--- src/sv/segmented_packet_reassembler_defines.svh ---
// Assertion macros shared by the reassembler modules.
`ifndef SEGMENTED_PACKET_REASSEMBLER_DEFINES_SVH
`define SEGMENTED_PACKET_REASSEMBLER_DEFINES_SVH
// Implication checked on every clock edge outside reset.
`define SPR_ASSERT_IMP(label, clk, rst, ante, cons, msg) \
  label: assert property (@(posedge clk) disable iff (rst) (ante) |-> (cons)) else $error(msg);
// Implication whose consequence is checked in the cycle after the antecedent.
`define SPR_ASSERT_NEXT(label, clk, rst, ante, cons, msg) \
  label: assert property (@(posedge clk) disable iff (rst) (ante) |=> (cons)) else $error(msg);
`endif

--- src/sv/spr_ram.sv ---
// ----------------------------------------------------------------------------
// spr_ram
// Generic single-port-write, single-port-read RAM with registered read.
// ----------------------------------------------------------------------------
module spr_ram #(
  parameter int Width = 8,
  parameter int Depth = 16
) (
  input  logic                     clk,
  input  logic                     we,
  input  logic [$clog2(Depth)-1:0] waddr,
  input  logic [Width-1:0]         wdata,
  input  logic                     re,
  input  logic [$clog2(Depth)-1:0] raddr,
  output logic [Width-1:0]         rdata
);

  logic [Width-1:0] mem [Depth];

  // Write port and registered read port.
  always_ff @(posedge clk) begin
    if (we) begin
      mem[waddr] <= wdata;
    end
    if (re) begin
      rdata <= mem[raddr];
    end
  end

endmodule

--- config.mk ---
export PLATFORM = sky130hd
export DESIGN_NAME = spr_ram
export DESIGN_NICKNAME = d
export VERILOG_FILES = /design/src/sv/segmented_packet_reassembler_defines.svh /design/src/sv/spr_ram.sv
export SDC_FILE = /design/constraint.sdc
export NUM_CORES = 1
export LEC_CHECK = 0
export BUFFER_PORTS_ARGS = -buffer_cell sky130_fd_sc_hd__clkbuf_2
export CORE_MARGIN = 3
export CORE_UTILIZATION = 68
export CTS_BUF_LIST = sky130_fd_sc_hd__clkbuf_8
export CTS_CLUSTER_DIAMETER = 50
export DETAILED_ROUTE_END_ITERATION = 7
export PLACE_DENSITY = 0.95
export SKIP_CTS_REPAIR_TIMING = 1
export SYNTH_ARGS = -nofsm -noshare
export SYNTH_HDL_FRONTEND = slang
export SYNTH_SLANG_ARGS = --single-unit
export TNS_END_PERCENT = 10
--- constraint.sdc ---
create_clock -name clk -period 2.92 [get_ports clk]
set_input_delay 0.584 -clock clk [delete_from_list [all_inputs] [get_ports clk]]
set_output_delay 0.584 -clock clk [all_outputs]
set_load 0.01 [all_outputs]
==> results of run 1 <==
routing by layer:
metal | part of all wire, % | vias up | GRT usage [%]
li1 | - | 1066 | -
met1 | 38 | 1314 | 38.88
met2 | 49 | 185 | 40.27
met3 | 11 | 24 | 5.929
met4 | 2.3 | 0 | 9.266
met5 | 0 | - | 0
final cells by class:
| cell class | count | share of cell area, % |
|---|---|---|
| Clock buffer | 17 | 3.962 |
| Clock inverter | 13 | 3.453 |
| Multi-Input combinational cell | 83 | 17.90 |
| Sequential cell | 136 | 69.15 |
| Tap cell | 99 | 2.097 |
| Timing Repair Buffer | 34 | 3.432 |
critical path, cell delays in order:
cell	delay [ns]
clkbuf_2	0.10
or3b_2	0.54
nor2_1	0.65
layout by cell type, fill, tap and decap left out, drive strengths merged:
cell type,count
nor3,4
nand2,9
inv,1
edfxtp,136
nor2,13
mux4,32
or3b,1
clkbuf,43
nand2b,2
a22oi,16
and2b,1
bufinv,5
nand3b,2
clkinv,7
and2,1
buf,8
nor2b,1
nand3,1
how the worst max path moves through the flow:
stage	startpoint	endpoint	depth (start not counted)
after floorplan	waddr[2]	mem[0][0]	2
after global placement	raddr[0]	rdata[1]	5
after detailed placement	raddr[0]	rdata[5]	5
after CTS	waddr[2]	mem[1][5]	3
after global routing	waddr[2]	mem[1][3]	3
final	waddr[2]	mem[1][3]	3
Yosys cell counts:
cell and number:
a22oi_1 16, and2_1 1, and2b_1 1, buf_2 3, buf_4 1, buf_6 3
clkdlybuf4s25_2 3, edfxtp_1 136, mux4_1 14, mux4_2 18, nand2_1 9, nand2b_1 2
nand3_1 1, nand3b_1 2, nor2_1 13, nor2b_1 1, nor3_1 4, or3b_2 1
where the power goes:
part | switching [uW] | internal, uW | leakage [uW]
clock | 699 | 1010 | 0.000223
sequential | 12.8 | 2200 | 0.00124
combinational | 123 | 80.6 | 0.000524
flip-flops by register name, summed over array words and instances, names as in the netlist:
name and flops:
mem 128, rdata 8
stage by stage:
| step | instances | total power (uW) | worst slack [ns] | area (um2) |
|---|---|---|---|---|
| floorplan | 229 | 2364 | 0.8431 | 5228 |
| CTS | 382 | 4122 | 1.059 | 5906 |
| detailed placement | 352 | 2452 | 0.6767 | 5468 |
| global route | 382 | 4224 | 1.035 | 5906 |
| finish | 382 | 4120 | 1.104 | 5906 |
| global placement | 352 | 2439 | 0.7107 | 5468 |
cell families (layout without fill, tap and decap cells):
family | Yosys count | after routing
flip-flops | 136 | 136
AND/OR/NAND/NOR | 35 | 35
buffers and inverters | 10 | 64
AO/OA/AOI/OAI | 16 | 16
multiplexers | 32 | 32
==> impl_metrics.py, run 1 <==
metrics = {
    "global_route": {
        "grt_pass1_vias": 2549,
        "grt_util_all_layers_pct": 26.39,
        "antenna_found_initial": 0,
        "grt_pass1_wl_um": 15740,
        "grt_max_degree": 33,
        "gr-total-overflow": 0,
    },
    "synthesis": {
        "yosysSeqAreaShare_pct": 78.12,
        "syn-num-nets": 248,
        "syn_area_per_cell_um2": 22.83,
        "synth_top_family_by_area": "multiplexers",
        "ys_types": 18,
        "ys_top_cells_by_area": "edfxtp_1 78%, mux4_2 7.8%, mux4_1 7.0%, a22oi_1 2.3%, nor2_1 0.93%",
        "muxShareOfSynthArea_pct": 14.79,
        "syn_inst": 229,
        "synthSimpleGateAreaFrac_pct": 3.135,
        "yosysTopAreaCell": "edfxtp_1",
        "synth_area_um2": 5228,
        "yosys_warnings": 0,
        "synth_compound_area_share_pct": 2.298,
        "yosys.area_share.xor_xnor_pct": 0,
        "synth_top_area_share_pct": 78.12,
        "synth_seq_cells": 136,
        "synth_fa_ha_area_share_pct": 0,
    },
    "cells_and_area": {
        "area.growth.synth_to_final_pct": 12.97,
        "multiInputGateArea_um2": 1057,
        "layout-drive-gt1-share_pct": 28.98,
        "diodes": 0,
        "register_area_um2": 4084,
        "nets": 291,
        "postLayoutCoreUtil_pct": 80.14,
        "fillCellCount": 354,
    },
    "sta": {
        "tightest_slew_ns": 0.8983,
        "skew_ns": 0.01366,
        "timing.hold.ws_ns": 0.5447,
        "fmax_ghz": 0.5507,
        "min_period_ns": 1.816,
        "slew_violations": 0,
        "period_share_pct": 62.18,
        "rsz0062_at_grt": "no",
        "relSlewSlack_pct": 39.89,
        "hold_viol_final": 0,
        "finalSetupViolCount": 0,
        "fin_setup_tns_ns": 0,
    },
    "clock_network": {
        "numClockSinks": 136,
        "clock_latency_ns": 0.43,
        "cts.htree.levels": 4,
        "clk_pin_slew_worst_paths_ns": 0.09,
        "cts_tree": "yes",
        "cts_max_path_buffers": 2,
        "numCtsBuffers": 17,
        "cts_root_buffer": "clkbuf_8",
    },
    "drt": {
        "drc_errors": 0,
        "drt_iter0_markers": 320,
        "firstDrtPassIters": 8,
        "vias": 2589,
        "finalWirelength_um": 10380,
        "vias_per_cell": 6.777,
        "ant_nets": 0,
        "wl_per_cell_um": 27.17,
    },
    "die": {
        "io_pins": 27,
        "die_w_um": 93.68,
        "dieArea_um2": 8776,
        "initial_core_util_pct": 70.93,
        "coreArea_um2": 7370,
        "die_h_um": 93.68,
        "core.rowCount": 31,
    },
    "placement": {
        "dp_hpwl_um": 5951,
        "io_buffer_count": 26,
        "place_congestion": 0.8268,
    },
    "critical_path": {
        "cp-end-kind": "register",
        "path_class": "in -> reg",
        "start_kind": "input port",
        "r2r_end": "rdata[5]",
        "cp.arrival_ns": 1.87,
        "regToRegStartpoint": "mem[1][5]",
        "required_ns": 2.98,
        "ff2ff_path_depth": 3,
        "reg2reg_slack_ns": 1.34,
        "path_max_fanout": 8,
    },
    "worst_hold_path": {
        "min_path_type": "in -> reg",
        "min_to": "rdata[7]",
        "min_path_cells": 1,
        "holdCritStartpoint": "re",
    },
    "run": {
        "max_cap_viol_count": 0,
    },
    "power": {
        "ir_drop_uv": 409.7,
        "powerDensity_nw_per_um2": 697.6,
        "cellLeakagePower_uw": 0.001984,
    },
    "outcome": {
        "status": "finished clean",
    },
}
Note: power is estimated with default switching activity, not from simulation.
==> run 2, diff against run 1 <==
CORE_UTILIZATION = 63   (was 68)
PLACE_DENSITY = 0.94   (was 0.95)
clock period = 1.7 ns   (was 2.92 ns; I/O delays follow)
==> run 2 against run 1 <==
  * Sequential share of layout area shrank 1.8 points
  * Worst hold slack lost 0.21 ns
  * Critical path depth is the same
  * Non-clock buffer count grew 16
  * Clock skew shrank 0.0050 ns
  * Cell count grew 5.5%
  * Critical endpoint is now rdata[0]
  * Power grew 66%
  * Clock power grew 56%
  * Count of clock-buffer cells in the layout is the same
  * First-iteration DRC count shrank 23%
  * Largest cell class unchanged
  * Combinational power grew 79%
  * Highest routed layer unchanged
==> impl_metrics.py, run 2 (same netlist as run 1, synthesis figures left out) <==
metrics = {
    "outcome": {
        "status": "finished clean",
    },
    "cells_and_area": {
        "largest_reg_flops": 128,
        "postLayoutCellArea_um2": 6060,
        "nets": 307,
        "largest-register": "mem",
        "area.growth.synth_to_final_pct": 15.92,
        "final_cell_mix": "136 x edfxtp_1, 26 x clkbuf_2, 19 x buf_4",
        "layout-drive-gt1-share_pct": 33.55,
        "largest_registers": "mem (128), rdata (8)",
        "final_common_cell": "edfxtp_1",
        "fillCellCount": 389,
        "diodes": 0,
    },
    "worst_hold_path": {
        "min_to": "mem[11][4]",
        "min_path_type": "in -> reg",
        "holdCritStartpoint": "wdata[4]",
        "min_path_cells": 1,
    },
    "critical_path": {
        "cp.arrival_ns": 1.73,
        "reg2reg_slack_ns": 0.15,
        "required_ns": 1.88,
        "r2r_end": "rdata[0]",
        "path_max_fanout": 1,
        "ff2ff_path_depth": 3,
        "start_kind": "register",
        "cp-end-kind": "register",
        "regToRegStartpoint": "mem[0][0]",
        "path_class": "reg -> reg",
    },
    "placement": {
        "dp_hpwl_um": 6402,
        "dpl_cell_area_um2": 5647,
        "io_buffer_count": 26,
        "place_congestion": 0.7489,
    },
    "sta": {
        "period_share_pct": 91.17,
        "fmax_ghz": 0.6452,
        "tightest_slew_ns": 0.3604,
        "finalSetupViolCount": 0,
        "min_period_ns": 1.550,
        "relSlewSlack_pct": 75.97,
        "hold_viol_final": 0,
        "slew_violations": 0,
        "fin_setup_tns_ns": 0,
        "skew_ns": 0.008635,
        "rsz0062_at_grt": "no",
    },
    "clock_network": {
        "clk_pin_slew_worst_paths_ns": 0.08,
        "cts_max_path_buffers": 2,
        "numCtsBuffers": 17,
        "cts_root_buffer": "clkbuf_8",
        "numClockSinks": 136,
        "cts.htree.levels": 4,
        "clock_latency_ns": 0.43,
        "cts_tree": "yes",
    },
    "die": {
        "die_h_um": 97.09,
        "coreArea_um2": 7888,
        "dieArea_um2": 9426,
        "io_pins": 27,
        "die_w_um": 97.09,
        "core.rowCount": 32,
        "initial_core_util_pct": 66.28,
    },
    "drt": {
        "ant_nets": 0,
        "firstDrtPassIters": 5,
        "vias": 2536,
        "finalWirelength_um": 9844,
        "drc_errors": 0,
        "drt_iter0_markers": 245,
        "wl_per_cell_um": 24.43,
        "vias_per_cell": 6.293,
    },
    "global_route": {
        "grt_max_degree": 19,
        "grt_util_all_layers_pct": 22.74,
        "grt_pass1_vias": 2674,
        "gr-total-overflow": 0,
        "grt_pass1_wl_um": 15310,
        "antenna_found_initial": 0,
    },
    "power": {
        "cellLeakagePower_uw": 0.002068,
        "ir_drop_uv": 605.9,
        "powerDensity_nw_per_um2": 1127,
    },
    "run": {
        "max_cap_viol_count": 0,
    },
}
-- run 2: cell types whose count changed in the layout (fill, tap and decap cells not counted), moves of 2 or more --
cell | previous run | this run
buf_4 | 7 | 19
clkinvlp_4 | 0 | 3
bufinv_16 | 5 | 3
buf_12 | 1 | 5
-- run 2: where the power goes --
| group | internal [uW] | leakage [uW] | total (uW) | switching, uW |
|---|---|---|---|---|
| clock network | 1450 | 0.000204 | 2670 | 1210 |
| logic | 164 | 0.000628 | 365 | 202 |
| registers | 3770 | 0.00124 | 3800 | 22.9 |
| total | 5390 | 0.00207 | 6830 | 1440 |
-- run 2: worst max-delay path: stages, from the launching register on --
cell	delay, ns
edfxtp_1	0.41
mux4_1	0.51
a22oi_1	0.29
nand2_1	0.10
-- run 2: cell type report --
type                            instances  area [um2]  share of cell area (%)
Multi-Input combinational cell         83        1062                   17.53
Sequential cell                       136        4084                   67.40
Clock buffer                           17       234.0                   3.861
Timing Repair Buffer                   50       372.9                   6.153
Clock inverter                         15       178.9                   2.953
Tap cell                              102       127.6                   2.106
-- run 2: routing by layer --
layer / part of all wire [%] / track usage, %
met1: 37 / 30.03
met5: 0 / 0
met4: 2.0 / 9.179
met3: 8.5 / 6.246
met2: 52 / 36.52
-- run 2: how the worst max path moves through the flow --
| stage | start | end | slack, ns | depth (start not counted) |
|---|---|---|---|---|
| 2_1_floorplan | raddr[0] | rdata[1] | 0.08 | 5 |
| 3_3_place_gp | raddr[0] | rdata[0] | -0.22 | 5 |
| 3_5_place_dp | raddr[0] | rdata[0] | -0.23 | 5 |
| 4_1_cts | mem[0][0] | rdata[0] | 0.12 | 3 |
| 5_1_grt | mem[0][0] | rdata[0] | 0.1 | 3 |
| 6_report | mem[0][0] | rdata[0] | 0.15 | 3 |
-- run 2: through the flow --
stage               std cells  hold WS, ns  util, %  total power, uW  worst slack (ns)
global placement          371       0.7305    71.59             4215           -0.2247
global route              403       0.3267    76.82             7032           0.09545
CTS                       403       0.3216    76.82             6857            0.1208
floorplan                 229       0.4389        -             4061           0.07759
finish                    403       0.3325    76.82             6831            0.1500
detailed placement        371       0.7460    71.59             4236           -0.2349
