`config.mk`:
```
export PLATFORM = sky130hd
export DESIGN_NAME = spr_frame
export DESIGN_NICKNAME = d
export VERILOG_FILES = /design/src/sv/spr_pkg.sv /design/src/sv/spr_frame.sv
export VERILOG_INCLUDE_DIRS = /design/src /design/src/sv
export SDC_FILE = /design/constraint.sdc
export NUM_CORES = 1
export LEC_CHECK = 0
export ABC_AREA = 1
export BUFFER_PORTS_ARGS = -buffer_cell sky130_fd_sc_hd__buf_2
export CORE_UTILIZATION = 48
export DETAILED_ROUTE_END_ITERATION = 6
export PLACE_DENSITY = 0.67
export SYNTH_ARGS = -nofsm -noshare
export SYNTH_HDL_FRONTEND = slang
export SYNTH_SLANG_ARGS = --single-unit
```
`constraint.sdc`:
```
create_clock -name clk -period 5.9 [get_ports clk]
set_clock_uncertainty 0.2 [all_clocks]
set_input_delay 0.59 -clock clk [delete_from_list [all_inputs] [get_ports clk]]
set_output_delay 0.59 -clock clk [all_outputs]
set_load 0.01 [all_outputs]
```
`src/sv/segmented_packet_reassembler_defines.svh`:
```
// Assertion macros shared by the reassembler modules.
`ifndef SEGMENTED_PACKET_REASSEMBLER_DEFINES_SVH
`define SEGMENTED_PACKET_REASSEMBLER_DEFINES_SVH
// Implication checked on every clock edge outside reset.
`define SPR_ASSERT_IMP(label, clk, rst, ante, cons, msg) \
  label: assert property (@(posedge clk) disable iff (rst) (ante) |-> (cons)) else $error(msg);
// Implication whose consequence is checked in the cycle after the antecedent.
`define SPR_ASSERT_NEXT(label, clk, rst, ante, cons, msg) \
  label: assert property (@(posedge clk) disable iff (rst) (ante) |=> (cons)) else $error(msg);
`endif

```
`src/sv/spr_pkg.sv`:
```
// ----------------------------------------------------------------------------
// spr_pkg
// Types and constants shared by the segmented packet reassembler.
// ----------------------------------------------------------------------------
package spr_pkg;

  localparam int PacketBytes = 4096;
  localparam int MaxChunk = 512;
  localparam int ControlFrameBytes = 16;
  localparam int DataHeaderBytes = 14;
  localparam int AddrW = $clog2(PacketBytes);
  localparam int CountW = AddrW + 1;

  // Error codes, in check order.
  localparam logic [3:0] ErrNone = 4'd0;
  localparam logic [3:0] ErrAuth = 4'd1;
  localparam logic [3:0] ErrLength = 4'd2;
  localparam logic [3:0] ErrMagic = 4'd3;
  localparam logic [3:0] ErrVersion = 4'd4;
  localparam logic [3:0] ErrFlags = 4'd5;
  localparam logic [3:0] ErrPacketSize = 4'd6;
  localparam logic [3:0] ErrOperation = 4'd7;
  localparam logic [3:0] ErrFrameSize = 4'd8;
  localparam logic [3:0] ErrNoTransfer = 4'd9;
  localparam logic [3:0] ErrId = 4'd10;
  localparam logic [3:0] ErrOffset = 4'd11;
  localparam logic [3:0] ErrExcess = 4'd12;

  // Configuration register indexes.
  localparam logic [1:0] RegMinVersion = 2'd0;
  localparam logic [1:0] RegMaxVersion = 2'd1;
  localparam logic [1:0] RegDefaultVersion = 2'd2;
  localparam logic [1:0] RegMinPacketSize = 2'd3;

  // Control operations.
  localparam logic [7:0] OpStart = 8'd1;
  localparam logic [7:0] OpAbort = 8'd2;

  localparam logic [31:0] CtlMagic = 32'h43455342;
  localparam logic [31:0] DatMagic = 32'h43455344;

  typedef struct packed {
    logic        kind;
    logic        is_control;
    logic [7:0]  frame_byte;
    logic        last_byte;
    logic        secure;
    logic [11:0] read_index;
  } in_item_t;

  typedef struct packed {
    logic [3:0]  error_code;
    logic        active;
    logic        complete;
    logic [12:0] received_count;
    logic [12:0] announced_size;
    logic [31:0] current_id;
    logic [7:0]  current_version;
    logic [7:0]  read_data;
  } out_item_t;

  // Status of the transfer, passed from the frame logic to the output stage.
  typedef struct packed {
    logic [3:0]  error_code;
    logic        active;
    logic        complete;
    logic [12:0] received_count;
    logic [12:0] announced_size;
    logic [31:0] current_id;
    logic [7:0]  current_version;
  } status_t;

endpackage

```
`src/sv/spr_frame.sv`:
```
// ----------------------------------------------------------------------------
// spr_frame
// Frame collector and checker: keeps the header bytes and transfer state,
// computes store writes, and evaluates a frame on its last beat.
// ----------------------------------------------------------------------------
`include "segmented_packet_reassembler_defines.svh"

module spr_frame (
  input  logic                     clk,
  input  logic                     rst,
  input  logic                     take,
  input  spr_pkg::in_item_t        item,
  input  logic [7:0]               min_version,
  input  logic [7:0]               max_version,
  input  logic [7:0]               default_version,
  input  logic [12:0]              min_packet_size,
  output logic                     st_we,
  output logic [spr_pkg::AddrW-1:0] st_waddr,
  output logic [7:0]               st_wdata,
  output logic                     read_hit,
  output spr_pkg::status_t         status
);

  logic [7:0]  hdr [16];
  logic [15:0] flen;
  logic [31:0] tid;
  logic [12:0] expected;
  logic [12:0] received;
  logic [9:0]  chunk;
  logic [7:0]  version;
  logic        active;

  logic [15:0] len;
  logic [7:0]  h [16];
  logic [3:0]  err;
  logic        do_clear;
  logic        do_start;
  logic        do_append;
  logic        do_latch;
  logic [15:0] psz;
  logic [15:0] fsz;
  logic [15:0] dsz;
  logic [31:0] hid;
  logic [16:0] waddr_full;
  logic        frame_beat;
  logic        eval;

  assign frame_beat = take && !item.kind;
  assign eval = frame_beat && item.last_byte;
  assign len = (flen == 16'hFFFF) ? 16'hFFFF : flen + 16'd1;

  // Header view with the current byte merged in.
  always_comb begin
    for (int i = 0; i < 16; i++) begin
      h[i] = (flen == 16'(i)) ? item.frame_byte : hdr[i];
    end
  end

  assign psz = {h[12], h[13]};
  assign fsz = {h[14], h[15]};
  assign dsz = {h[12], h[13]};

  // Payload bytes go straight to the store behind the accepted bytes.
  assign waddr_full = 17'(received) + 17'(flen) - 17'(spr_pkg::DataHeaderBytes);
  assign st_we = frame_beat && !item.is_control &&
                 (flen >= 16'(spr_pkg::DataHeaderBytes)) &&
                 (waddr_full < 17'(spr_pkg::PacketBytes));
  assign st_waddr = waddr_full[spr_pkg::AddrW-1:0];
  assign st_wdata = item.frame_byte;

  assign read_hit = (13'(item.read_index) < received);

  // Frame checks in order; first failure wins.
  always_comb begin
    err = spr_pkg::ErrNone;
    do_clear = 1'b0;
    do_start = 1'b0;
    do_append = 1'b0;
    do_latch = 1'b0;
    hid = '0;
    if (item.is_control) begin
      hid = {h[8], h[9], h[10], h[11]};
      if (!item.secure) begin
        err = spr_pkg::ErrAuth;
        do_clear = 1'b1;
      end else if (len != 16'(spr_pkg::ControlFrameBytes)) begin
        err = spr_pkg::ErrLength;
      end else if ({h[0], h[1], h[2], h[3]} != spr_pkg::CtlMagic) begin
        err = spr_pkg::ErrMagic;
      end else if (h[4] < min_version || h[4] > max_version) begin
        err = spr_pkg::ErrVersion;
      end else begin
        do_latch = 1'b1;
        if (h[6] != 8'd0 || h[7] != 8'd0) begin
          err = spr_pkg::ErrFlags;
        end else if (h[5] == spr_pkg::OpAbort) begin
          if (psz != 16'd0 || fsz != 16'd0) begin
            err = spr_pkg::ErrPacketSize;
          end else begin
            do_clear = 1'b1;
          end
        end else if (h[5] != spr_pkg::OpStart) begin
          err = spr_pkg::ErrOperation;
        end else if (psz < 16'(min_packet_size) ||
                     psz > 16'(spr_pkg::PacketBytes)) begin
          err = spr_pkg::ErrPacketSize;
        end else if (fsz == 16'd0 || fsz > 16'(spr_pkg::MaxChunk)) begin
          err = spr_pkg::ErrFrameSize;
        end else begin
          do_start = 1'b1;
        end
      end
    end else begin
      hid = {h[6], h[7], h[8], h[9]};
      if (!item.secure) begin
        err = spr_pkg::ErrAuth;
        do_clear = 1'b1;
      end else if (len < 16'(spr_pkg::DataHeaderBytes + 1)) begin
        err = spr_pkg::ErrLength;
      end else if ({h[0], h[1], h[2], h[3]} != spr_pkg::DatMagic) begin
        err = spr_pkg::ErrMagic;
      end else if (h[4] < min_version || h[4] > max_version || h[4] != version) begin
        err = spr_pkg::ErrVersion;
      end else if (h[5] != 8'd0) begin
        err = spr_pkg::ErrFlags;
      end else if (!active || received == expected) begin
        err = spr_pkg::ErrNoTransfer;
      end else if (hid != tid) begin
        err = spr_pkg::ErrId;
      end else if ({h[10], h[11]} != 16'(received)) begin
        err = spr_pkg::ErrOffset;
      end else if (dsz == 16'd0 || dsz > 16'(chunk) ||
                   len != dsz + 16'(spr_pkg::DataHeaderBytes)) begin
        err = spr_pkg::ErrFrameSize;
      end else if (dsz > 16'(expected - received)) begin
        err = spr_pkg::ErrExcess;
      end else begin
        do_append = 1'b1;
      end
    end
  end

  // Header bytes and frame length.
  always_ff @(posedge clk) begin
    if (rst) begin
      flen <= '0;
      for (int i = 0; i < 16; i++) begin
        hdr[i] <= '0;
      end
    end else if (frame_beat) begin
      for (int i = 0; i < 16; i++) begin
        hdr[i] <= h[i];
      end
      flen <= item.last_byte ? 16'd0 : len;
    end
  end

  // Transfer state.
  always_ff @(posedge clk) begin
    if (rst) begin
      tid <= '0;
      expected <= '0;
      received <= '0;
      chunk <= '0;
      version <= default_version;
      active <= 1'b0;
    end else if (eval) begin
      if (do_clear) begin
        tid <= '0;
        expected <= '0;
        received <= '0;
        chunk <= '0;
        version <= default_version;
        active <= 1'b0;
      end else begin
        if (do_latch) begin
          version <= h[4];
        end
        if (do_start) begin
          tid <= hid;
          expected <= psz[12:0];
          received <= '0;
          chunk <= fsz[9:0];
          active <= 1'b1;
        end
        if (do_append) begin
          received <= received + dsz[12:0];
        end
      end
    end
  end

  // Status after this beat, as the output stage will show it.
  always_comb begin
    status.error_code = (eval) ? err : spr_pkg::ErrNone;
    status.active = active;
    status.complete = active && (received == expected);
    status.received_count = received;
    status.announced_size = expected;
    status.current_id = tid;
    status.current_version = version;
  end

  `SPR_ASSERT_IMP(a_recv_le_exp, clk, rst, active, received <= expected,
                  "received count exceeds announced size")
  `SPR_ASSERT_NEXT(a_clear, clk, rst, eval && do_clear, !active && received == 13'd0,
                   "clear left transfer active")
  `SPR_ASSERT_NEXT(a_flen_rst, clk, rst, eval, flen == 16'd0,
                   "frame length not reset after last beat")

endmodule

```
==> flow_summary_export.csv, run 1 <==
group,metric,value,unit
outcome,status,"completed",
die,die-area,37800,µm²
synth,synthesis.area_per_instance,6.71,µm²
synth,ys.warnings.count,0,
die,std_cell_rows,70,
synth,proportion_of_netlist_area_held_by_the_largest_area_contributor,23.0,%
flow_run,max_cap_violations,0,
final_layout,antenna_cells_inserted,0,
route,total_iterations_of_the_first_detailed_routing_run,7,
setup_path,critical_path.slowest_cell,"dfxtp_1",
die,start_util,48.6,%
route,wl_per_cell,19.2,µm
final_layout,drive_gt1_share,11.0,%
hold_path,worstHoldPathType,"primary input to flop",
timing,max_slew.worst_pin.slew,1.10,ns
synth,synth_edf_count,136,
timing,slew_violations,0,
die,io_pins,158,
timing,fin_tns_setup,0,ns
clocking,tritoncts_num_sinks,221,
synth,ys.flop_type,"edfxtp_1",
power_and_ir_drop,power.share.clock,39.2,%
synth,synthArstFlopShare,0,%
timing,finalSetupViolCount,0,
grt,grt_start_max_net_pins,113,
setup_path,worstSetupStartpointType,"flop",
route,ant_nets,0,
grt,grt_first_pass_wirelength,96.7,mm
synth,netlist_top_cells_area,"edfxtp_1, nand2_1, dfxtp_1",
grt,grt_remaining_overflow,0,
power_and_ir_drop,p_per_area,219,nW/µm²
power_and_ir_drop,net-switching-power,1.34,mW
route,routed_wirelength,62.6,mm
timing,final_worst_path_period_share,93.4,%
setup_path,reg2reg_to,"received[1]$_SDFFE_PP0P_",
setup_path,cp.required,5.11,ns
die,core_outline_area,36500,µm²
setup_path,crit_path_cell_trace,"inv_1, ha_1, nand3_1, nor2_4, nand2_2, nand2_1, nand2_1, inv_1, nand2_1, nor2_1, nand3_1, nor2_1, nand3_1, nor2_1, nand3_1, nor2_1, nand2_1, nand2_1, nand2_1, a21oi_2, buf_2",
clocking,clock_tree_from_tritoncts,"built",
setup_path,worst-path-max-fanout,17,
grt,global_routing_usage_summed_across_all_routing_layers,32.9,%
final_layout,final_instance_area,19800,µm²
power_and_ir_drop,p_comb_share,20.4,%
power_and_ir_drop,internal_power,3.00,mW
setup_path,worstSetupStartpoint,"flen[0]$_SDFFE_PP0P_",
route,route.vias.total,18180,
synth,synth.yosys.seq_area_share,32.6,%
setup_path,cp.arrival,4.72,ns
die,die_x,194,µm
final_layout,fin_nets,2970,
setup_path,cpPeakStageDelay,0.37,ns
clocking,clkTransAtPathRegs,0.06,ns
grt,grt_antenna_before_repair,0,
place,gp_routability_congestion,1.06,
route,drt_drc_violations_left,0,
route,detail_route.iter0.violations,1995,
route,avgViaCountPerCell,5.56,
final_layout,layout-area-overhead-vs-synth,11.7,%
clocking,clk_latency,0.56,ns
setup_path,setup.worst_path.class,"flop to output pin",
clocking,cts_max_level,1,
setup_path,worst-r2r-cell-count,23,
setup_path,timing.critical_path.mode_cell,"nand2_1",
power_and_ir_drop,power_switching_share,30.9,%
synth,synthesis.instances,2644,
power_and_ir_drop,ir_drop,0.000212,V
grt,grt_pass1_vias,16926,
timing,finalHoldViolations,0,
synth,synth.cell_area,17800,µm²
power_and_ir_drop,leakage,9.72,nW
timing,clock.fmax,181,MHz
place,place_hpwl,46.4,mm
timing,rsz0062_at_grt,"no",
place,placement.cell_area,18900,µm²
place,io_buffers,157,
timing,timing.final.crit_period,5.51,ns
clocking,numCtsBuffers,28,
clocking,ctsRootBufferMaster,"clkbuf_16",
synth,synth.most_common_cell,"nand2_1",
timing,slew_headroom,26.5,%
synth,post_synth_top_area_cell,"edfxtp_1",
clocking,ctsLongestPathBuffers,3,
setup_path,crit_end,"status[70]",
clocking,postCtsHoldBufs,0,
die,chipHeight,194,µm
setup_path,critical_path.reg2reg.startpoint,"flen[0]$_SDFFE_PP0P_",
synth,post_synth_net_total,2836,
setup_path,rrSetupSlack,0.64,ns
synth,synth.cells.most_frequent,"nand2_1, inv_1, nor2_1",
power_and_ir_drop,seq_power_share,40.4,%
synth,yosys_register_bits,221,
setup_path,endpoint_kind,"output pin",
synth,synth_cell_types,45,
[per-stage QoR]
stage               instances  setup slack (ns)  util [%]  power [mW]  hold slack [ns]
floorplan                2644             0.516         -        2.36            0.247
global placement         3214             0.615      51.7        2.64            0.261
detailed placement       3214             0.528      51.7        2.65            0.265
CTS                      3265            0.0413      54.1        4.33            0.116
global route             3267            0.0295      54.3        4.51            0.134
finish                   3267             0.387      54.3        4.34            0.133
[power groups by stage]
stage	logic, mW	clock network, mW	registers (mW)
4_1_cts	0.870	1.71	1.75
3_3_place_gp	0.853	0	1.78
6_report	0.885	1.70	1.75
3_5_place_dp	0.865	0	1.78
2_1_floorplan	0.577	0	1.79
5_1_grt	0.987	1.76	1.76
[critical path: cells and delay by family (launching register included)]
kind	cells	cell delay, ns
buffers and inverters	3	0.54
AO/OA/AOI/OAI	1	0.19
flip-flops	1	0.37
AND/OR/NAND/NOR	16	2.80
adder cells (fa/ha/maj)	1	0.27
[state kept, by name, indices dropped and copies added, names as in the netlist]
register / cells
active: 1
chunk: 10
expected: 13
flen: 16
hdr: 128
received: 13
tid: 32
version: 8
[placed cells by master, fill, tap and decap left out, types with 6 or more instances in the layout]
master	count
nand2_1	753
inv_1	362
nor2_1	332
nand3_1	228
buf_2	157
edfxtp_1	136
ha_1	124
a21oi_1	117
o21ai_0	112
dfxtp_1	82
buf_4	43
nand4_1	42
xor2_1	38
o21ai_1	31
clkbuf_16	29
xnor2_1	17
nor2_2	16
nand2_2	16
o21a_1	16
nand3b_1	15
o22ai_1	15
nor3_1	14
clkinv_1	11
nor2_4	8
and2_1	8
clkbuf_1	6
[final cells by class]
cell class / instances / area (µm²)
Fill cell: 3647 / 16700
Timing Repair Buffer: 201 / 1130
Clock buffer: 36 / 762
Inverter: 372 / 1400
Clock inverter: 15 / 125
Tap cell: 468 / 586
Sequential cell: 221 / 5790
Multi-Input combinational cell: 1954 / 10000
[metal layers]
layer  vias to the layer above  GRT usage (%)  part of all wire, %
li1                       8798              -                    -
met1                      8363           44.5                   42
met2                       897           53.2                   45
met3                       122           4.95                  9.4
met4                         0           11.9                  3.6
met5                         -              0                    0
[logic make-up after synthesis]
kind of cell    synth area share [%]
xor+xnor                        2.71
buf+inv                         11.1
compound gates                  9.73
flops                           32.6
simple gates                    34.7
fa+ha+maj                       9.15
[repair_timing]
action,CTS,global route
setup buffers,0,2
endpoints found under the setup margin,1,2
pin swaps,0,2
endpoints found under the hold margin,0,0
gates resized for setup,1,12
[how the worst min path moves through the flow]
stage | start | cells past startpoint | endpoint
3_5_place_dp | chunk[7]$_SDFFE_PP0P_ | 2 | chunk[7]$_SDFFE_PP0P_
3_3_place_gp | chunk[1]$_SDFFE_PP0P_ | 2 | chunk[1]$_SDFFE_PP0P_
5_1_grt | default_version[2] | 2 | version[2]$_DFFE_PP_
6_report | default_version[2] | 2 | version[2]$_DFFE_PP_
2_1_floorplan | chunk[1]$_SDFFE_PP0P_ | 2 | chunk[1]$_SDFFE_PP0P_
4_1_cts | default_version[2] | 2 | version[2]$_DFFE_PP_
Power figures use the tool's default switching activity.
==> run 2: changes to the inputs <==
Settings changed: HOLD_SLACK_MARGIN set to 0.1, PLACE_DENSITY 0.67 to 0.69.
Clock period 5.9 ns to 5 ns, I/O delays scaled along.
==> run 2 against run 1 <==
  * Die area did not move
  * Cell area up 3.9%
  * Core utilization up 2.1 points
  * Hold slack gained 0.016 ns
  * Sequential share of layout area decreased by 1.1 points
  * Global-route usage increased by 0.17 points
  * Wire length up 2.3%
  * Flip-flop and latch count is the same
  * The flow now finishes with violations (setup timing)
  * Worst setup slack got worse by 0.41 ns
  * Count of clock-buffer cells in the layout grew 11
  * Critical path type unchanged
==> flow_summary_export.csv, run 2 (same netlist as run 1, synthesis figures left out) <==
group,metric,value,unit
outcome,status,"finished with violations",
outcome,failed_checks,"setup timing",
timing,rsz0062_at_grt,"yes",
route,avgViaCountPerCell,5.60,
setup_path,critical_path.slowest_cell,"dfxtp_2",
final_layout,top_library_cells_by_usage_in_the_layout_fill_and_taps_aside,"nand2_1, inv_1, nor2_1",
timing,max_slew.worst_pin.slew,1.01,ns
grt,grt_start_max_net_pins,87,
final_layout,largest-register,"hdr",
timing,fin_tns_setup,-0.0186,ns
flow_run,max_cap_violations,0,
die,chipHeight,194,µm
final_layout,mostFrequentLayoutCell,"nand2_1",
final_layout,final.fill_count,3524,
route,wl_per_cell,19.2,µm
place,placement.cell_area,19100,µm²
place,io_buffers,157,
power_and_ir_drop,ir_drop,0.000290,V
grt,grt_pass1_vias,16950,
clocking,ctsLongestPathBuffers,3,
grt,grt_antenna_before_repair,2,
timing,clock.fmax,199,MHz
power_and_ir_drop,leakage,10.1,nW
die,core_outline_area,36500,µm²
timing,minimum_setup_slack_in_the_final_design,-0.0186,ns
clocking,ctsRootBufferMaster,"clkbuf_16",
final_layout,antenna_cells_inserted,0,
setup_path,cp.arrival,4.32,ns
setup_path,cpPeakStageDelay,0.33,ns
route,route.vias.total,18652,
die,io_pins,158,
timing,final_worst_path_period_share,100,%
final_layout,drive_gt1_share,14.4,%
clocking,tritoncts_num_sinks,221,
place,place_hpwl,47.2,mm
die,die_x,194,µm
setup_path,worstSetupStartpointType,"flop",
timing,slew_headroom,32.4,%
hold_path,worstHoldPathType,"primary input to flop",
power_and_ir_drop,report.power.total,5.18,mW
clocking,cts_max_level,1,
timing,slew_violations,0,
timing,finalSetupViolCount,1,
setup_path,worst-path-max-fanout,4,
die,die-area,37800,µm²
power_and_ir_drop,p_per_area,251,nW/µm²
setup_path,cp.required,4.30,ns
final_layout,fin_nets,3033,
place,gp_routability_congestion,1.02,
final_layout,largest_registers,"hdr: 128 flops, tid: 32 flops, flen: 16 flops",
route,routed_wirelength,64.1,mm
die,std_cell_rows,70,
grt,grt_first_pass_wirelength,97.1,mm
grt,grt_remaining_overflow,0,
timing,timing.final.crit_period,5.02,ns
final_layout,final_instance_area,20600,µm²
setup_path,timing.critical_path.mode_cell,"nand2_2",
final_layout,layout-area-overhead-vs-synth,16.0,%
clocking,clk_latency,0.57,ns
clocking,clock_tree_from_tritoncts,"built",
setup_path,endpoint_kind,"output pin",
die,start_util,48.6,%
clocking,clkTransAtPathRegs,0.06,ns
route,total_iterations_of_the_first_detailed_routing_run,6,
setup_path,setup.worst_path.class,"flop to output pin",
timing,finalHoldViolations,0,
route,detail_route.iter0.violations,1915,
clocking,numCtsBuffers,28,
route,drt_drc_violations_left,0,
route,ant_nets,0,
grt,global_routing_usage_summed_across_all_routing_layers,33.1,%
final_layout,number_of_flip_flops_under_the_largest_register_name,128,
run 2: timing repair:
action                                  in CTS  in global routing
endpoints found under the hold margin        8                  0
setup buffers                                6                 16
pin swaps                                    5                 17
hold buffers                                 8                  0
gates cloned                                 1                  1
endpoints found under the setup margin       4                  4
gates resized for setup                     32                 51
run 2: cell type report:
type / instances / area (µm²) / share of cell area (%)
tap: 468 / 586 / 2.84
clock buffer: 47 / 842 / 4.09
multi-input combinational: 1954 / 10200 / 49.7
inverter: 372 / 1400 / 6.78
timing repair buffer: 264 / 1680 / 8.16
clock inverter: 5 / 53.8 / 0.261
sequential: 221 / 5790 / 28.1
run 2: stage by stage:
step / hold WS (ns) / setup slack (ns) / util, % / instances
2_1_floorplan: 0.247 / 0.565 / - / 2644
3_3_place_gp: 0.260 / 0.0708 / 52.4 / 3247
3_5_place_dp: 0.262 / -0.0211 / 52.4 / 3247
4_1_cts: 0.145 / -0.0326 / 55.5 / 3314
5_1_grt: 0.172 / -0.273 / 56.4 / 3331
6_report: 0.149 / -0.0186 / 56.4 / 3331
run 2: worst paths after layout:
path                                               start                  endpoint  slack [ns]  cells after the start
worst max-delay path            received[2]$_SDFFE_PP0P_                status[70]       -0.02                     30
worst min-delay path                            item[13]      flen[2]$_SDFFE_PP0P_        0.15                      4
worst max register to register     flen[15]$_SDFFE_PP0P_  received[2]$_SDFFE_PP0P_        0.53                     22
worst min register to register     chunk[7]$_SDFFE_PP0P_     chunk[7]$_SDFFE_PP0P_        0.27                      2
run 2: power breakdown:
group          total [mW]  leakage, nW  switching (mW)  internal [mW]
Combinational        1.11         7.52           0.732          0.380
Sequential           2.07         2.13          0.0383           2.03
Clock                2.00        0.437           0.851           1.15
Total                5.18         10.1            1.62           3.55
run 2: critical path: cells and delay by family, from the launching register on:
family,cells,cell delay [ns]
buffers and inverters,3,0.26
flip-flops,1,0.33
AO/OA/AOI/OAI,10,1.31
AND/OR/NAND/NOR,15,1.37
adder cells (fa/ha/maj),2,0.48
run 2: routing by layer:
metal | GRT usage [%] | part of all wire (%)
met3 | 4.96 | 11
met4 | 13.9 | 4.8
met2 | 52.2 | 44
met1 | 45.1 | 41
met5 | 0 | 0.023
==> run 3: changes to the inputs <==
Settings changed: CORE_ASPECT_RATIO set to 1.4.
==> run 3 against run 2 <==
  * The run now ends clean
  * Die area is essentially flat
  * Cell area shrank 0.46%
  * Register-to-register slack is essentially flat
  * Global-route usage grew 1.1 points
  * Count of clock-buffer cells in the layout shrank 13
  * Non-clock buffer count grew 6
  * Critical path type unchanged
==> flow_summary_export.csv, run 3 (same netlist as run 1, synthesis figures left out) <==
group,metric,value,unit
outcome,status,"completed",
route,wl_per_cell,19.7,µm
final_layout,drive_gt1_share,14.5,%
timing,final_worst_path_period_share,98.7,%
setup_path,cpPeakStageDelay,0.34,ns
final_layout,area.sequential,5790,µm²
setup_path,worst-path-max-fanout,4,
route,ant_nets,0,
setup_path,worstSetupStartpointType,"flop",
power_and_ir_drop,report.power.total,4.97,mW
power_and_ir_drop,ir_drop,0.000248,V
final_layout,antenna_cells_inserted,0,
final_layout,multi_input_area,10200,µm²
final_layout,largest_registers,"hdr: 128 flops, tid: 32 flops, flen: 16 flops",
route,total_iterations_of_the_first_detailed_routing_run,6,
timing,minimum_setup_slack_in_the_final_design,0.0658,ns
route,drt_drc_violations_left,0,
setup_path,critical_path.slowest_cell,"dfxtp_2",
die,die_x,165,µm
grt,grt_remaining_overflow,0,
final_layout,layout-area-overhead-vs-synth,15.5,%
setup_path,timing.critical_path.mode_cell,"nand2_1",
setup_path,endpoint_kind,"output pin",
route,routed_wirelength,65.6,mm
clocking,clk_latency,0.54,ns
route,detail_route.iter0.violations,1486,
route,avgViaCountPerCell,5.56,
place,placed_cells_incl_taps,3251,
timing,clock.fmax,203,MHz
die,std_cell_rows,83,
setup_path,cp.arrival,4.23,ns
clocking,tritoncts_num_sinks,221,
clocking,clock_tree_from_tritoncts,"built",
die,core_outline_area,36600,µm²
timing,finalHoldViolations,0,
place,placement.cell_area,19200,µm²
final_layout,top_library_cells_by_usage_in_the_layout_fill_and_taps_aside,"nand2_1, inv_1, nor2_1",
clocking,clkTransAtPathRegs,0.07,ns
timing,slew_headroom,28.0,%
grt,grt_antenna_before_repair,0,
final_layout,number_of_flip_flops_under_the_largest_register_name,128,
final_layout,final_core_utilization,56.1,%
timing,final_hold_slack,0.136,ns
power_and_ir_drop,p_per_area,243,nW/µm²
setup_path,crit_buf_inv,3,
clocking,numCtsBuffers,25,
route,route.vias.total,18524,
clocking,ctsLongestPathBuffers,3,
clocking,ctsRootBufferMaster,"clkbuf_16",
setup_path,rrSetupSlack,0.52,ns
timing,max_slew.worst_pin.slew,1.08,ns
grt,grt_pass1_vias,17385,
place,place_hpwl,49.1,mm
place,place_ws,0.0255,ns
grt,grt_first_pass_wirelength,98.1,mm
setup_path,critical_path.top_delay_family,"compound AO/OA/AOI/OAI gates",
final_layout,largest-register,"hdr",
die,die-area,37800,µm²
timing,rsz0062_at_grt,"yes",
die,chipHeight,230,µm
final_layout,mostFrequentLayoutCell,"nand2_1",
hold_path,worstHoldPathType,"primary input to flop",
setup_path,setup.worst_path.class,"flop to output pin",
place,gp_routability_congestion,0.967,
grt,global_routing_usage_summed_across_all_routing_layers,34.2,%
die,start_util,48.6,%
final_layout,final.fill_count,3672,
timing,finalSetupViolCount,0,
grt,grt_start_max_net_pins,76,
timing,timing.final.crit_period,4.93,ns
timing,slew_violations,0,
power_and_ir_drop,leakage,10.1,nW
place,io_buffers,157,
clocking,cts_max_level,1,
timing,fin_tns_setup,0,ns
flow_run,max_cap_violations,0,
final_layout,final_instance_area,20500,µm²
die,io_pins,158,
setup_path,cp.required,4.30,ns
final_layout,finalNonFillerCells,3329,
final_layout,fin_nets,3036,
[run 3: changes by cell type in the layout (fill, tap and decap cells not counted), sizes merged]
cell    delta
buf        +6
clkbuf    -13
clkinv     +6
[run 3: worst paths after layout]
kind,to,start,depth (start not counted)
max,status[70],received[2]$_SDFFE_PP0P_,30
min,flen[2]$_SDFFE_PP0P_,item[13],4
max reg2reg,chunk[1]$_SDFFE_PP0P_,flen[3]$_SDFFE_PP0P_,22
min reg2reg,chunk[6]$_SDFFE_PP0P_,chunk[6]$_SDFFE_PP0P_,2
[run 3: worst min-delay path: stages]
cell	delay, ns
buf_2	0.08
inv_1	0.09
nand3_1	0.10
o21ai_0	0.07
[run 3: final cells by class]
type / count / share of cell area, %
clock buffer: 34 / 3.46
sequential: 221 / 28.3
clock inverter: 11 / 0.256
tap: 467 / 2.85
multi-input combinational: 1954 / 49.8
inverter: 372 / 6.81
timing repair buffer: 270 / 8.57
[run 3: power by group]
group | switching, mW | total (mW) | internal (mW) | leakage (nW)
Clock | 0.803 | 1.79 | 0.988 | 0.387
Sequential | 0.0395 | 2.07 | 2.03 | 2.13
Combinational | 0.734 | 1.11 | 0.381 | 7.57
Total | 1.58 | 4.97 | 3.40 | 10.1
[run 3: per-layer routing]
layer	wire length [µm]	GRT usage (%)	up-vias
met5	0	0	-
met4	4260	19.4	0
met3	4340	4.07	208
met2	32400	60.3	785
met1	24600	39.3	8597
li1	-	-	8934
[run 3: timing repair]
| action | 4_1_cts | 5_1_grt |
|---|---|---|
| gates resized for setup | 24 | 56 |
| buffers inserted | 8 | 15 |
| endpoints found under the setup margin | 4 | 6 |
| endpoints found under the hold margin | 8 | 0 |
| hold buffers | 8 | 0 |
| gates cloned | 1 | 1 |
| pin swaps | 10 | 20 |
